--- src/hdl/ght_pkg.sv ---
`timescale 1ns / 1ps
`default_nettype none

package ght_pkg;

  // Fixed widths of the handle fields on the channels.
  localparam int HIDX_W = 6;
  localparam int HGEN_W = 8;

  typedef enum logic [1:0] {
    OP_CREATE  = 2'd0,
    OP_DESTROY = 2'd1,
    OP_LOOKUP  = 2'd2,
    OP_CLEAR   = 2'd3
  } op_t;

  typedef enum logic [2:0] {
    ST_OK    = 3'd0,
    ST_EMPTY = 3'd1,
    ST_RANGE = 3'd2,
    ST_STALE = 3'd3,
    ST_DEAD  = 3'd4,
    ST_FULL  = 3'd5,
    ST_ARGS  = 3'd6
  } status_t;

  typedef struct packed {
    op_t               op;
    logic [HIDX_W-1:0] handle_index;
    logic [HGEN_W-1:0] handle_gen;
    logic              handle_valid;
    logic              create_args_ok;
  } ght_req_t;

  typedef struct packed {
    logic              ok;
    status_t           status;
    logic [HIDX_W-1:0] result_index;
    logic [HGEN_W-1:0] result_gen;
  } ght_rsp_t;

endpackage

`default_nettype wire

--- src/hdl/ght_req_if.sv ---
`timescale 1ns / 1ps
`default_nettype none

interface ght_req_if;
  import ght_pkg::*;

  logic     valid;
  logic     ready;
  ght_req_t data;

  modport source (output valid, output data, input ready);
  modport sink (input valid, input data, output ready);
endinterface

`default_nettype wire

--- src/hdl/ght_rsp_if.sv ---
`timescale 1ns / 1ps
`default_nettype none

interface ght_rsp_if;
  import ght_pkg::*;

  logic     valid;
  logic     ready;
  ght_rsp_t data;

  modport source (output valid, output data, input ready);
  modport sink (input valid, input data, output ready);
endinterface

`default_nettype wire

--- src/hdl/ght_ram.sv ---
`timescale 1ns / 1ps
`default_nettype none

module ght_ram #(
  parameter int WIDTH = 8,
  parameter int DEPTH = 64
) (
  input  wire logic                     clk,
  input  wire logic                     we,
  input  wire logic [$clog2(DEPTH)-1:0] waddr,
  input  wire logic [WIDTH-1:0]         wdata,
  input  wire logic                     re,
  input  wire logic [$clog2(DEPTH)-1:0] raddr,
  output      logic [WIDTH-1:0]         rdata
);

  logic [WIDTH-1:0] mem [DEPTH];

  // One write port and one registered read port; a read at the written
  // address returns the old contents.
  always_ff @(posedge clk) begin
    if (we) begin
      mem[waddr] <= wdata;
    end
    if (re) begin
      rdata <= mem[raddr];
    end
  end

endmodule

`default_nettype wire

--- src/hdl/generational_handle_table_unit.sv ---
`timescale 1ns / 1ps
`default_nettype none

// An accepted word waits in stage one until the output register is free or draining;
// its result is then registered there. One word per cycle while the result side is ready;
// the slot memory and the free stack each see one read and one write per cycle, with a
// one-deep bypass for back-to-back hazards. Reset clears the used and free counts and the
// pipeline valid bits; memories are not swept: entries at or above the counts are unused.
module generational_handle_table_unit #(
  parameter int SLOT_COUNT = 64,
  parameter int GEN_WIDTH  = 8
) (
  input wire logic clk,
  input wire logic rst,
  ght_req_if.sink  req,
  ght_rsp_if.source rsp
);
  import ght_pkg::*;

  localparam int IDX_W  = $clog2(SLOT_COUNT);
  localparam int CNT_W  = $clog2(SLOT_COUNT + 1);
  localparam int CMP_W  = (CNT_W > HIDX_W) ? CNT_W : HIDX_W;
  localparam int GCMP_W = (GEN_WIDTH > HGEN_W) ? GEN_WIDTH : HGEN_W;
  localparam int SLOT_W = GEN_WIDTH + 1;
  localparam int STK_W  = IDX_W + GEN_WIDTH;
  localparam logic [CNT_W-1:0] SLOT_MAX = CNT_W'(SLOT_COUNT);

  // Pipeline and table state.
  logic              s1_valid;
  ght_req_t          s1_req;
  logic [CNT_W-1:0]  free_count;
  logic [CNT_W-1:0]  used_count;
  logic              slot_byp;
  logic [SLOT_W-1:0] slot_byp_data;
  logic              stk_byp;
  logic [STK_W-1:0]  stk_byp_data;
  logic              out_valid;
  ght_rsp_t          out_data;

  // Handshake and memory signals.
  logic              accept;
  logic              s1_retire;
  logic [SLOT_W-1:0] slot_rdata;
  logic [SLOT_W-1:0] slot_rd;
  logic [STK_W-1:0]  stk_rdata;
  logic [STK_W-1:0]  stk_rd;
  logic [IDX_W-1:0]  slot_raddr;
  logic [IDX_W-1:0]  stk_raddr;
  logic [CNT_W-1:0]  stk_top;
  logic [CMP_W-1:0]  in_idx_ext;

  // Processing results of the word in stage one.
  logic [CMP_W-1:0]     idx_ext;
  logic [IDX_W-1:0]     idx;
  logic [GEN_WIDTH-1:0] cur_gen;
  logic                 cur_alive;
  status_t              chk_status;
  status_t              res_status;
  logic [IDX_W-1:0]     res_idx;
  logic [GEN_WIDTH-1:0] res_gen;
  logic [CNT_W-1:0]     free_upd;
  logic [CNT_W-1:0]     used_upd;
  logic [CNT_W-1:0]     free_count_next;
  logic                 slot_we_op;
  logic [IDX_W-1:0]     slot_waddr;
  logic [SLOT_W-1:0]    slot_wdata;
  logic                 stk_we_op;
  logic [IDX_W-1:0]     stk_waddr;
  logic [STK_W-1:0]     stk_wdata;
  logic                 slot_we;
  logic                 stk_we;
  logic [CMP_W-1:0]     res_idx_ext;
  logic [GCMP_W-1:0]    res_gen_ext;

  // Handshakes: stage one moves on whenever the output register is free or being drained.
  assign s1_retire = s1_valid && (!out_valid || rsp.ready);
  assign req.ready = !s1_valid || s1_retire;
  assign accept    = req.valid && req.ready;
  assign rsp.valid = out_valid;
  assign rsp.data  = out_data;

  // Memory read data, with the word written in the same edge forwarded.
  assign slot_rd = slot_byp ? slot_byp_data : slot_rdata;
  assign stk_rd  = stk_byp ? stk_byp_data : stk_rdata;

  // Handle checks in priority order: empty, range, generation, alive.
  assign idx_ext   = CMP_W'(s1_req.handle_index);
  assign idx       = idx_ext[IDX_W-1:0];
  assign cur_gen   = slot_rd[SLOT_W-1:1];
  assign cur_alive = slot_rd[0];

  always_comb begin
    if (!s1_req.handle_valid) begin
      chk_status = ST_EMPTY;
    end else if (idx_ext >= CMP_W'(used_count)) begin
      chk_status = ST_RANGE;
    end else if (GCMP_W'(s1_req.handle_gen) != GCMP_W'(cur_gen)) begin
      chk_status = ST_STALE;
    end else if (!cur_alive) begin
      chk_status = ST_DEAD;
    end else begin
      chk_status = ST_OK;
    end
  end

  // Operation decode. The slot memory holds {generation, alive}; the free stack holds
  // {index, generation}, so a pop yields the slot's generation without a second read.
  always_comb begin
    res_status = ST_OK;
    res_idx    = '0;
    res_gen    = '0;
    free_upd   = free_count;
    used_upd   = used_count;
    slot_we_op = 1'b0;
    slot_waddr = idx;
    slot_wdata = {GEN_WIDTH'(cur_gen + GEN_WIDTH'(1)), 1'b0};
    stk_we_op  = 1'b0;
    stk_waddr  = free_count[IDX_W-1:0];
    stk_wdata  = {idx, GEN_WIDTH'(cur_gen + GEN_WIDTH'(1))};
    case (s1_req.op)
      OP_CREATE: begin
        if (!s1_req.create_args_ok) begin
          res_status = ST_ARGS;
        end else if (free_count != '0) begin
          free_upd   = free_count - CNT_W'(1);
          res_idx    = stk_rd[STK_W-1:GEN_WIDTH];
          res_gen    = stk_rd[GEN_WIDTH-1:0];
          slot_we_op = 1'b1;
          slot_waddr = stk_rd[STK_W-1:GEN_WIDTH];
          slot_wdata = {stk_rd[GEN_WIDTH-1:0], 1'b1};
        end else if (used_count != SLOT_MAX) begin
          used_upd   = used_count + CNT_W'(1);
          res_idx    = used_count[IDX_W-1:0];
          slot_we_op = 1'b1;
          slot_waddr = used_count[IDX_W-1:0];
          slot_wdata = {{GEN_WIDTH{1'b0}}, 1'b1};
        end else begin
          res_status = ST_FULL;
        end
      end
      OP_DESTROY: begin
        res_status = chk_status;
        if (chk_status == ST_OK) begin
          res_idx    = idx;
          res_gen    = cur_gen;
          slot_we_op = 1'b1;
          if (free_count != SLOT_MAX) begin
            stk_we_op = 1'b1;
            free_upd  = free_count + CNT_W'(1);
          end
        end
      end
      OP_LOOKUP: begin
        res_status = chk_status;
        if (chk_status == ST_OK) begin
          res_idx = idx;
          res_gen = cur_gen;
        end
      end
      OP_CLEAR: begin
        free_upd = '0;
        used_upd = '0;
      end
      default: begin
        res_status = ST_OK;
      end
    endcase
  end

  // Writes and count updates take effect only when the word leaves stage one.
  assign slot_we         = s1_retire && slot_we_op;
  assign stk_we          = s1_retire && stk_we_op;
  assign free_count_next = s1_retire ? free_upd : free_count;

  // Read addresses for the incoming word, using the counts as they stand after this edge.
  assign in_idx_ext = CMP_W'(req.data.handle_index);
  assign slot_raddr = in_idx_ext[IDX_W-1:0];
  assign stk_top    = free_count_next - CNT_W'(1);
  assign stk_raddr  = stk_top[IDX_W-1:0];

  assign res_idx_ext = CMP_W'(res_idx);
  assign res_gen_ext = GCMP_W'(res_gen);

  ght_ram #(
    .WIDTH (SLOT_W),
    .DEPTH (SLOT_COUNT)
  ) u_slot_ram (
    .clk   (clk),
    .we    (slot_we),
    .waddr (slot_waddr),
    .wdata (slot_wdata),
    .re    (accept),
    .raddr (slot_raddr),
    .rdata (slot_rdata)
  );

  ght_ram #(
    .WIDTH (STK_W),
    .DEPTH (SLOT_COUNT)
  ) u_stack_ram (
    .clk   (clk),
    .we    (stk_we),
    .waddr (stk_waddr),
    .wdata (stk_wdata),
    .re    (accept),
    .raddr (stk_raddr),
    .rdata (stk_rdata)
  );

  // Control state: pipeline valid bits and the two counts.
  always_ff @(posedge clk) begin
    if (rst) begin
      s1_valid   <= 1'b0;
      out_valid  <= 1'b0;
      free_count <= '0;
      used_count <= '0;
    end else begin
      if (accept) begin
        s1_valid <= 1'b1;
      end else if (s1_retire) begin
        s1_valid <= 1'b0;
      end
      if (s1_retire) begin
        out_valid  <= 1'b1;
        free_count <= free_upd;
        used_count <= used_upd;
      end else if (rsp.ready) begin
        out_valid <= 1'b0;
      end
    end
  end

  // Payload registers: the accepted word, its bypass captures, and the result word.
  always_ff @(posedge clk) begin
    if (accept) begin
      s1_req        <= req.data;
      slot_byp      <= slot_we && (slot_waddr == slot_raddr);
      slot_byp_data <= slot_wdata;
      stk_byp       <= stk_we && (stk_waddr == stk_raddr);
      stk_byp_data  <= stk_wdata;
    end
    if (s1_retire) begin
      out_data.ok           <= (res_status == ST_OK);
      out_data.status       <= res_status;
      out_data.result_index <= res_idx_ext[HIDX_W-1:0];
      out_data.result_gen   <= res_gen_ext[HGEN_W-1:0];
    end
  end

endmodule

`default_nettype wire

--- src/flat_wrapper.sv ---
// flat-port wrapper written by rule: the top's interface ports become plain ports
module generational_handle_table_unit_flat import ght_pkg::*;
#(
  parameter int SLOT_COUNT = 64,
  parameter int GEN_WIDTH  = 8
)
  (clk, rst, req_valid, req_data, req_ready, rsp_valid, rsp_data, rsp_ready);
  ght_req_if req_i ();
  ght_rsp_if rsp_i ();
  input wire logic clk;
  input wire logic rst;
  input wire logic [$bits(req_i.valid)-1:0] req_valid;
  input wire logic [$bits(req_i.data)-1:0] req_data;
  output wire logic [$bits(req_i.ready)-1:0] req_ready;
  output wire logic [$bits(rsp_i.valid)-1:0] rsp_valid;
  output wire logic [$bits(rsp_i.data)-1:0] rsp_data;
  input wire logic [$bits(rsp_i.ready)-1:0] rsp_ready;
  assign req_i.valid = req_valid;
  assign req_i.data = req_data;
  assign req_ready = req_i.ready;
  assign rsp_valid = rsp_i.valid;
  assign rsp_data = rsp_i.data;
  assign rsp_i.ready = rsp_ready;
  generational_handle_table_unit #(.SLOT_COUNT(SLOT_COUNT), .GEN_WIDTH(GEN_WIDTH)) u_core (.clk(clk), .rst(rst), .req(req_i), .rsp(rsp_i));
endmodule
--- config.mk ---
export PLATFORM = sky130hd
export DESIGN_NAME = generational_handle_table_unit_flat
export DESIGN_NICKNAME = d
export VERILOG_FILES = /design/src/hdl/ght_pkg.sv /design/src/hdl/ght_req_if.sv /design/src/hdl/ght_rsp_if.sv /design/src/hdl/ght_ram.sv /design/src/hdl/generational_handle_table_unit.sv /design/src/flat_wrapper.sv
export SDC_FILE = /design/constraint.sdc
export NUM_CORES = 2
export LEC_CHECK = 0
export CAP_MARGIN = 25
export CORE_MARGIN = 8
export CORE_UTILIZATION = 45
export DETAILED_ROUTE_END_ITERATION = 12
export DONT_BUFFER_PORTS = 1
export PLACE_DENSITY = 0.58
export SKIP_CTS_REPAIR_TIMING = 1
export SLEW_MARGIN = 10
export SYNTH_ARGS = -nofsm -noshare
export SYNTH_HDL_FRONTEND = slang
export SYNTH_SLANG_ARGS = --single-unit
export TNS_END_PERCENT = 1
--- constraint.sdc ---
create_clock -name clk -period 9.3 [get_ports clk]
set_input_delay 0.93 -clock clk [delete_from_list [all_inputs] [get_ports clk]]
set_output_delay 0.93 -clock clk [all_outputs]
set_load 0.01 [all_outputs]
# Yosys cells after proc, flatten, opt, wreduce, memory -nomap -nowiden
# Memories as Yosys holds them, arrays and structs flattened. A register that Yosys moved wholly into a read port is not among the register bits.
# Index checks and enable logic that the tools add are counted.
op_classes:
  n_bitwise: 0
  n_eq_ne: 11
  reduce_logical: 19
  add_sub_neg: 5
  mux: 53
  multipliers: 0
  magnitude_cmp: 1
  div_mod_pow: 0
  shifts: 0
ops:
  columns: ["cell", "count"]
  rows:
  - ["2-to-1 mux 7 bit", 8]
  - ["2-to-1 mux 6 bit", 8]
  - ["2-to-1 mux 9 bit", 5]
  - ["2-to-1 mux 8 bit", 3]
  - ["2-to-1 mux 3 bit", 7]
  - ["one-hot mux 7 bit (3 select lines)", 1]
  - ["one-hot mux 8 bit (2 select lines)", 1]
  - ["2-to-1 mux 1 bit", 15]
  - ["adder 7 x 1 -> 7 bit, second input constant", 2]
  - ["2-to-1 mux 14 bit", 1]
  - ["!= test 7 bit, second input constant", 2]
  - ["one-hot mux 7 bit (2 select lines)", 1]
  - ["equality test 6 bit", 2]
  - ["one-hot mux 6 bit (2 select lines)", 1]
  - ["adder 8 x 1 -> 8 bit, second input constant", 1]
  - ["!= test 8 bit", 1]
  - [">= comparator 6 x 7 -> 1 bit", 1]
  - ["nonzero test 7 bit", 1]
  - ["subtractor 7 x 1 -> 7 bit, second input constant", 1]
  - ["logical AND 1 bit", 6]
  - ["zero test 3 bit", 2]
  - ["one-hot mux 3 bit (2 select lines)", 1]
  - ["nonzero test 2 bit", 3]
  - ["subtractor 6 x 1 -> 6 bit, second input constant", 1]
  - ["other kinds (10)", 14]
totals:
  n_memories: 2
  output_inout_bits: 20
  wordCells: 108
  in_bits: 22
  ff_bits: 77
  rom_bits: 0
  ramBits: 1472
  latchBits: 0
mem_list:
  columns: ["name", "words", "width", "read_ports", "rd_ports_with_merged_regs", "write_ports", "line_no", "rtl"]
  rows:
  - ["u_core.u_stack_ram.mem", 64, 14, 1, 1, 1, "ght_ram.sv:17", "logic [WIDTH-1:0] mem [DEPTH];"]
  - ["u_core.u_slot_ram.mem", 64, 9, 1, 1, 1, "ght_ram.sv:17", null]

# Depth between registers and ports, before layout
logic_depth:
  ltp_word: 12
  depth_mapped: 22
  ltp_nobuf: 16

# Hierarchy
# A second synthesis with hierarchy kept.
hier_totals:
  cells_unflattened: 3014
  hier_area_um2: 62100.8
by_module_without_submodules:
  columns: ["module", "n_inst", "area_per_inst_um2", "cells_each", "seq_area_each_um2"]
  rows:
  - ["ght_ram at u_core.u_stack_ram", 1, 35018.6, 1571, 27326.2]
  - ["ght_ram at u_core.u_slot_ram", 1, 22684.3, 1020, 17566.8]
  - ["generational_handle_table_unit", 1, 4398.0, 423, 2152.1]

# Worst setup path before layout
# OpenSTA, ideal clock, no wires.
synth_timing:
  kind: "reg2reg"
  start: "register u_core.slot_byp"
  end: "register u_core.u_stack_ram.rdata[0], read port of u_core.u_stack_ram.mem, data pin"
  setup_ns: 0.271
  required_ns: 9.029
  path_stages_with_launch: 20
  synth_period_minus_slack_ns: 6.550
  path_buffers: 7
  slack_ns: 2.750
  t_arrival_ns: 6.279
  cell_sequence: "edfxtp_1 > buf_6 > mux2i_1 > xnor2_1 > nor4_4 > nand2_1 > nor4_1 > o21ai_2 > inv_2 > buf_2 > buf_4 > buf_2 > ha_1 > clkbuf_1 > clkbuf_1 > clkbuf_1 > mux4_2 > mux2_2 > o211ai_1 > nand4_1"
synth_between:
  elab_chain_cells: 10
  elab_cells_between_ends: 11
  classes_between: "add/sub (1); eq/ne (1); mux (8); reduce/logical (1)"
synth_rtl:
  columns: ["item", "line_no", "rtl"]
  rows:
  - ["start, declared", "generational_handle_table_unit.sv:33", "logic slot_byp;"]
  - ["start signal, assigned", "generational_handle_table_unit.sv:237", "slot_byp <= slot_we && (slot_waddr == slot_raddr);"]
  - ["2-to-1 mux 9 bit (*)", "generational_handle_table_unit.sv:83", "assign slot_rd = slot_byp ? slot_byp_data : slot_rdata;"]
  - ["!= test 8 bit or 2-to-1 mux 3 bit (tied branches)", "generational_handle_table_unit.sv:97, generational_handle_table_unit.sv:99", null]
  - ["2-to-1 mux 3 bit (*)", "generational_handle_table_unit.sv:97", "end else if (GCMP_W'(s1_req.handle_gen) != GCMP_W'(cur_gen)) begin"]
  - ["2-to-1 mux 3 bit (*)", "generational_handle_table_unit.sv:95", "end else if (idx_ext >= CMP_W'(used_count)) begin"]
  - ["2-to-1 mux 3 bit (*)", "generational_handle_table_unit.sv:93", "if (!s1_req.handle_valid) begin"]
  - ["zero test 3 bit (*)", "generational_handle_table_unit.sv:143", "if (chk_status == ST_OK) begin"]
  - ["2-to-1 mux 7 bit (*)", "generational_handle_table_unit.sv:143", null]
  - ["one-hot mux 7 bit (3 select lines) (*)", "generational_handle_table_unit.sv:120", "case (s1_req.op)"]
  - ["2-to-1 mux 7 bit (*)", null, null]
  - ["subtractor 6 x 1 -> 6 bit (*)", "generational_handle_table_unit.sv:178", "assign stk_top = free_count_next - CNT_W'(1);"]
  - ["end, declared", "ght_ram.sv:14", "output logic [WIDTH-1:0] rdata"]
# Mark *: on every way between the ends. The rest lies on a longest branch, timed or not.
# A chain may end at the register's enable or synchronous reset.

# Worst setup path in the final report
layout_timing:
  start: "register u_core.free_count[0]"
  end: "register u_core.u_stack_ram.rdata[1], read port of u_core.u_stack_ram.mem, data pin"
layout_between:
  elab_chain_cells: 6
  elab_cells_between_ends: 11
  classes_between: "add/sub (3); eq/ne (1); mux (6); reduce/logical (1)"
layout_rtl:
  columns: ["item", "line_no", "rtl"]
  rows:
  - ["start, declared", "generational_handle_table_unit.sv:31", "logic [CNT_W-1:0] free_count;"]
  - ["start signal, assigned", "generational_handle_table_unit.sv:225", "free_count <= free_upd;"]
  - ["adder 7 x 1 -> 7 bit, or another cell as far along", "generational_handle_table_unit.sv:149", "free_upd = free_count + CNT_W'(1);"]
  - ["2-to-1 mux 7 bit (on tied branches)", "generational_handle_table_unit.sv:147, generational_handle_table_unit.sv:124", null]
  - ["2-to-1 mux 7 bit (on tied branches)", "generational_handle_table_unit.sv:143, generational_handle_table_unit.sv:122", null]
  - ["one-hot mux 7 bit (3 select lines)", "generational_handle_table_unit.sv:120", null]
  - ["2-to-1 mux 7 bit (*)", null, null]
  - ["subtractor 6 x 1 -> 6 bit (*)", "generational_handle_table_unit.sv:178", null]
# Marked as above.

==> metrics <==
Mapped Area 0.06211 sq mm; vias in the first global route 30950; Hold Vio Cnt, Final 0; Worst Path Max Fanout 68; filler cell count 10700; Area Growth Syn to Fin 12.09%; Reg clk slew, reported paths approximately 0.060 ns; ys flop type edfxtp_1; DR iter-0 viols between 3000 and 4000; Synth Instances 2986; Worst Setup End Kind flop; Detailed Place HPWL 88760 um; Worst VDD drop 178.7 uV; final cell count without fillers 5001; Clock Sinks 1572; Worst EP arrival 7.49 ns; FF+latch count, synth around 1600; Initial Util 0.4523; sequential cell area 0.04705 sq mm; largest net degree at the start of global routing 147; DR DRC count 0; number of vias per cell 6.049; clk root buf clkbuf_16; core area 0.1373 sq mm; status finished clean; Port Buf Inserts 0; commonest non-fill, non-tap cell in the layout edfxtp_1; YS warnings 0; worst path required time 9.78 ns; clk buf depth 3; Placed Cells around 4700; row cnt between 100 and 150; ys async rst share 0; die area 0.1502 sq mm; worst relative slew slack 0.2799; setup TNS 0 ns; gpl congestion 0.8219; most frequent cells in the layout 1556 x edfxtp_1, 413 x mux4_2, 158 x clkbuf_16; Worst Max-Slew Pin Slew 1.079 ns; type of the most critical hold path primary input to flop; first-pass GRT wire length 220100 um; hold slack 0.2283 ns; design area 0.06962 sq mm; synth unique cells 74; max-cap violations 0; maximum clock rate ~140 MHz; Synth Net Count 3025; EDFF count, synth 1556; multi-input logic area 0.01452 sq mm; total CTS buffers between 150 and 200; CTS tree yes; post-route minimum period 7.015 ns; Final Max Tran Viols 0; sequential area share after synthesis 0.7574; initial antenna violation count 7; Total GRT Usage 0.1993; Die H 387.5 um; via count around 30000; Die Width ~390 um; Avg WL per Cell 30.26 um; fin nets 3119; pwr dens 211.5 mW/mm^2; ratio of final minimum period to clock period 0.7543; Placement Cell Area ~0.065 sq mm; layout cell share with drive strength beyond 1 0.2561; CP startpoint kind flop; Overflow after GRT 0; drt total wl between 150000 and 200000 um; Clock Skew 0.02224 ns; Setup-failing EPs final 0; H-tree depth 4; Pre-Repair DR Iteration Count 5; num ports 42; final core occ 0.5070; final antenna-violating net count 0; unrepaired setup endpoints after global routing no; Leak 21.55 nW; CP Class flop to flop; later-pin clock latency in the skew report around 0.79 ns; Avg Inst Size Synth 20.80 sq um
power breakdown:
part           internal, mW  switching [mW]
combinational         0.152           0.471
sequential             8.04          0.0240
clock                  3.42            2.63
total                  11.6            3.12
logic make-up (layout without fill, tap and decap cells):
| kind of cell | after synthesis | count (layout) | synth area share |
|---|---|---|---|
| compound gates | 282 | 282 | 0.02985 |
| xor+xnor | 35 | 35 | 0.005056 |
| fa+ha+maj | 17 | 17 | 0.003424 |
| buf+inv | 178 | 398 | 0.01295 |
| flops | 1572 | 1572 | 0.7574 |
| mux | 450 | 450 | 0.1566 |
| other cells | 0 | 1 | 0 |
| simple gates | 452 | 452 | 0.03469 |
layer usage:
| metal | global-route usage | up-vias | part of all wire |
|---|---|---|---|
| met5 | 0 | - | 0 |
| met3 | 0.03923 | 187 | 0.073 |
| met4 | 0.04285 | 0 | 0.018 |
| met1 | 0.2902 | 16310 | 0.43 |
| met2 | 0.3155 | 1149 | 0.48 |
| li1 | - | 12610 | - |
flip-flops by register name (all words and copies together), names as in the netlist, 9 cells and up:
| signal | cells |
|---|---|
| u_core.u_slot_ram.mem | 576 |
| u_core.u_slot_ram.rdata | 9 |
| u_core.u_stack_ram.mem | 896 |
| u_core.stk_byp_data | 14 |
| u_core.rsp.data | 18 |
| u_core.s1_req | 12 |
| u_core.u_stack_ram.rdata | 14 |
| u_core.slot_byp_data | 9 |
Yosys cell counts (3+ instances only):
| library cell | number | share of area |
|---|---|---|
| nor2_1 | 174 | 0.011 |
| o211ai_1 | 8 | 0.00097 |
| mux2i_1 | 8 | 0.0013 |
| a211oi_1 | 7 | 0.00085 |
| nor3_1 | 9 | 0.00073 |
| mux4_2 | 413 | 0.15 |
| nand3b_1 | 4 | 0.00048 |
| buf_1 | 21 | 0.0013 |
| nand4_1 | 7 | 0.00071 |
| o2111ai_1 | 8 | 0.0011 |
| clkbuf_1 | 93 | 0.0056 |
| mux2_2 | 17 | 0.0031 |
| o21ai_0 | 55 | 0.0044 |
| inv_1 | 20 | 0.0012 |
| xor2_1 | 8 | 0.0011 |
| and2_1 | 4 | 0.00040 |
| edfxtp_1 | 1556 | 0.75 |
| a21boi_0 | 47 | 0.0057 |
| mux2i_2 | 3 | 0.00066 |
| buf_2 | 19 | 0.0015 |
| buf_4 | 16 | 0.0019 |
| a21o_1 | 5 | 0.00060 |
| a21oi_1 | 73 | 0.0059 |
| xnor2_1 | 26 | 0.0037 |
| mux2_1 | 8 | 0.0015 |
| nand3_1 | 75 | 0.0060 |
| nor4_1 | 5 | 0.00050 |
| a221oi_1 | 8 | 0.0011 |
| buf_6 | 7 | 0.0013 |
| nand2b_1 | 6 | 0.00060 |
| and3_1 | 3 | 0.00030 |
| ha_1 | 17 | 0.0034 |
| nand2_1 | 84 | 0.0051 |
| dfxtp_1 | 16 | 0.0052 |
| nor2b_1 | 57 | 0.0057 |
| o31ai_1 | 45 | 0.0054 |
| or3_1 | 7 | 0.00071 |
area by class of cell:
cell class              instances  share of cell area
clock inverters                95             0.01195
flip-flops and latches       1572              0.6757
diodes                          1          0.00003594
repair buffers                 92             0.01184
multi-input cells            1236              0.2085
clock buffers                 189             0.05846
well taps                    1794             0.03224
inverters                      22            0.001294
worst max-delay path: stages (launching register included):
cell,delay [ns]
dfxtp_1,0.41
inv_1,0.23
ha_1,0.22
nor3b_1,0.53
nand3b_1,0.57
nand2_1,0.21
a21o_1,0.24
o21ai_0,0.13
o21ai_2,0.48
inv_8,0.37
ha_4,1.06
buf_4,0.61
mux4_2,0.38
o21ai_0,0.10
a21oi_1,0.12
o31ai_1,0.67
o2111ai_1,0.21
final timing paths:
kind	endpoint	startpoint	slack (ns)	cells after the start
max reg2reg	u_core.u_stack_ram.rdata[1]$_DFFE_PP_	u_core.free_count[0]$_SDFF_PP0_	2.29	16
min	u_core.free_count[3]$_SDFF_PP0_	rst	0.23	1
min reg2reg	u_core.rsp.valid$_SDFFE_PP0P_	u_core.s1_valid$_SDFFE_PP0P_	0.53	2
max	u_core.u_stack_ram.rdata[1]$_DFFE_PP_	u_core.free_count[0]$_SDFF_PP0_	2.29	16
metrics by stage:
stage	power (mW)	setup WS, ns
2_1_floorplan	8.569	2.750
4_1_cts	14.85	2.365
6_report	14.73	2.285
3_3_place_gp	8.805	2.114
3_5_place_dp	8.840	2.020
5_1_grt	15.14	1.708
Note: power is estimated with default switching activity, not from simulation.
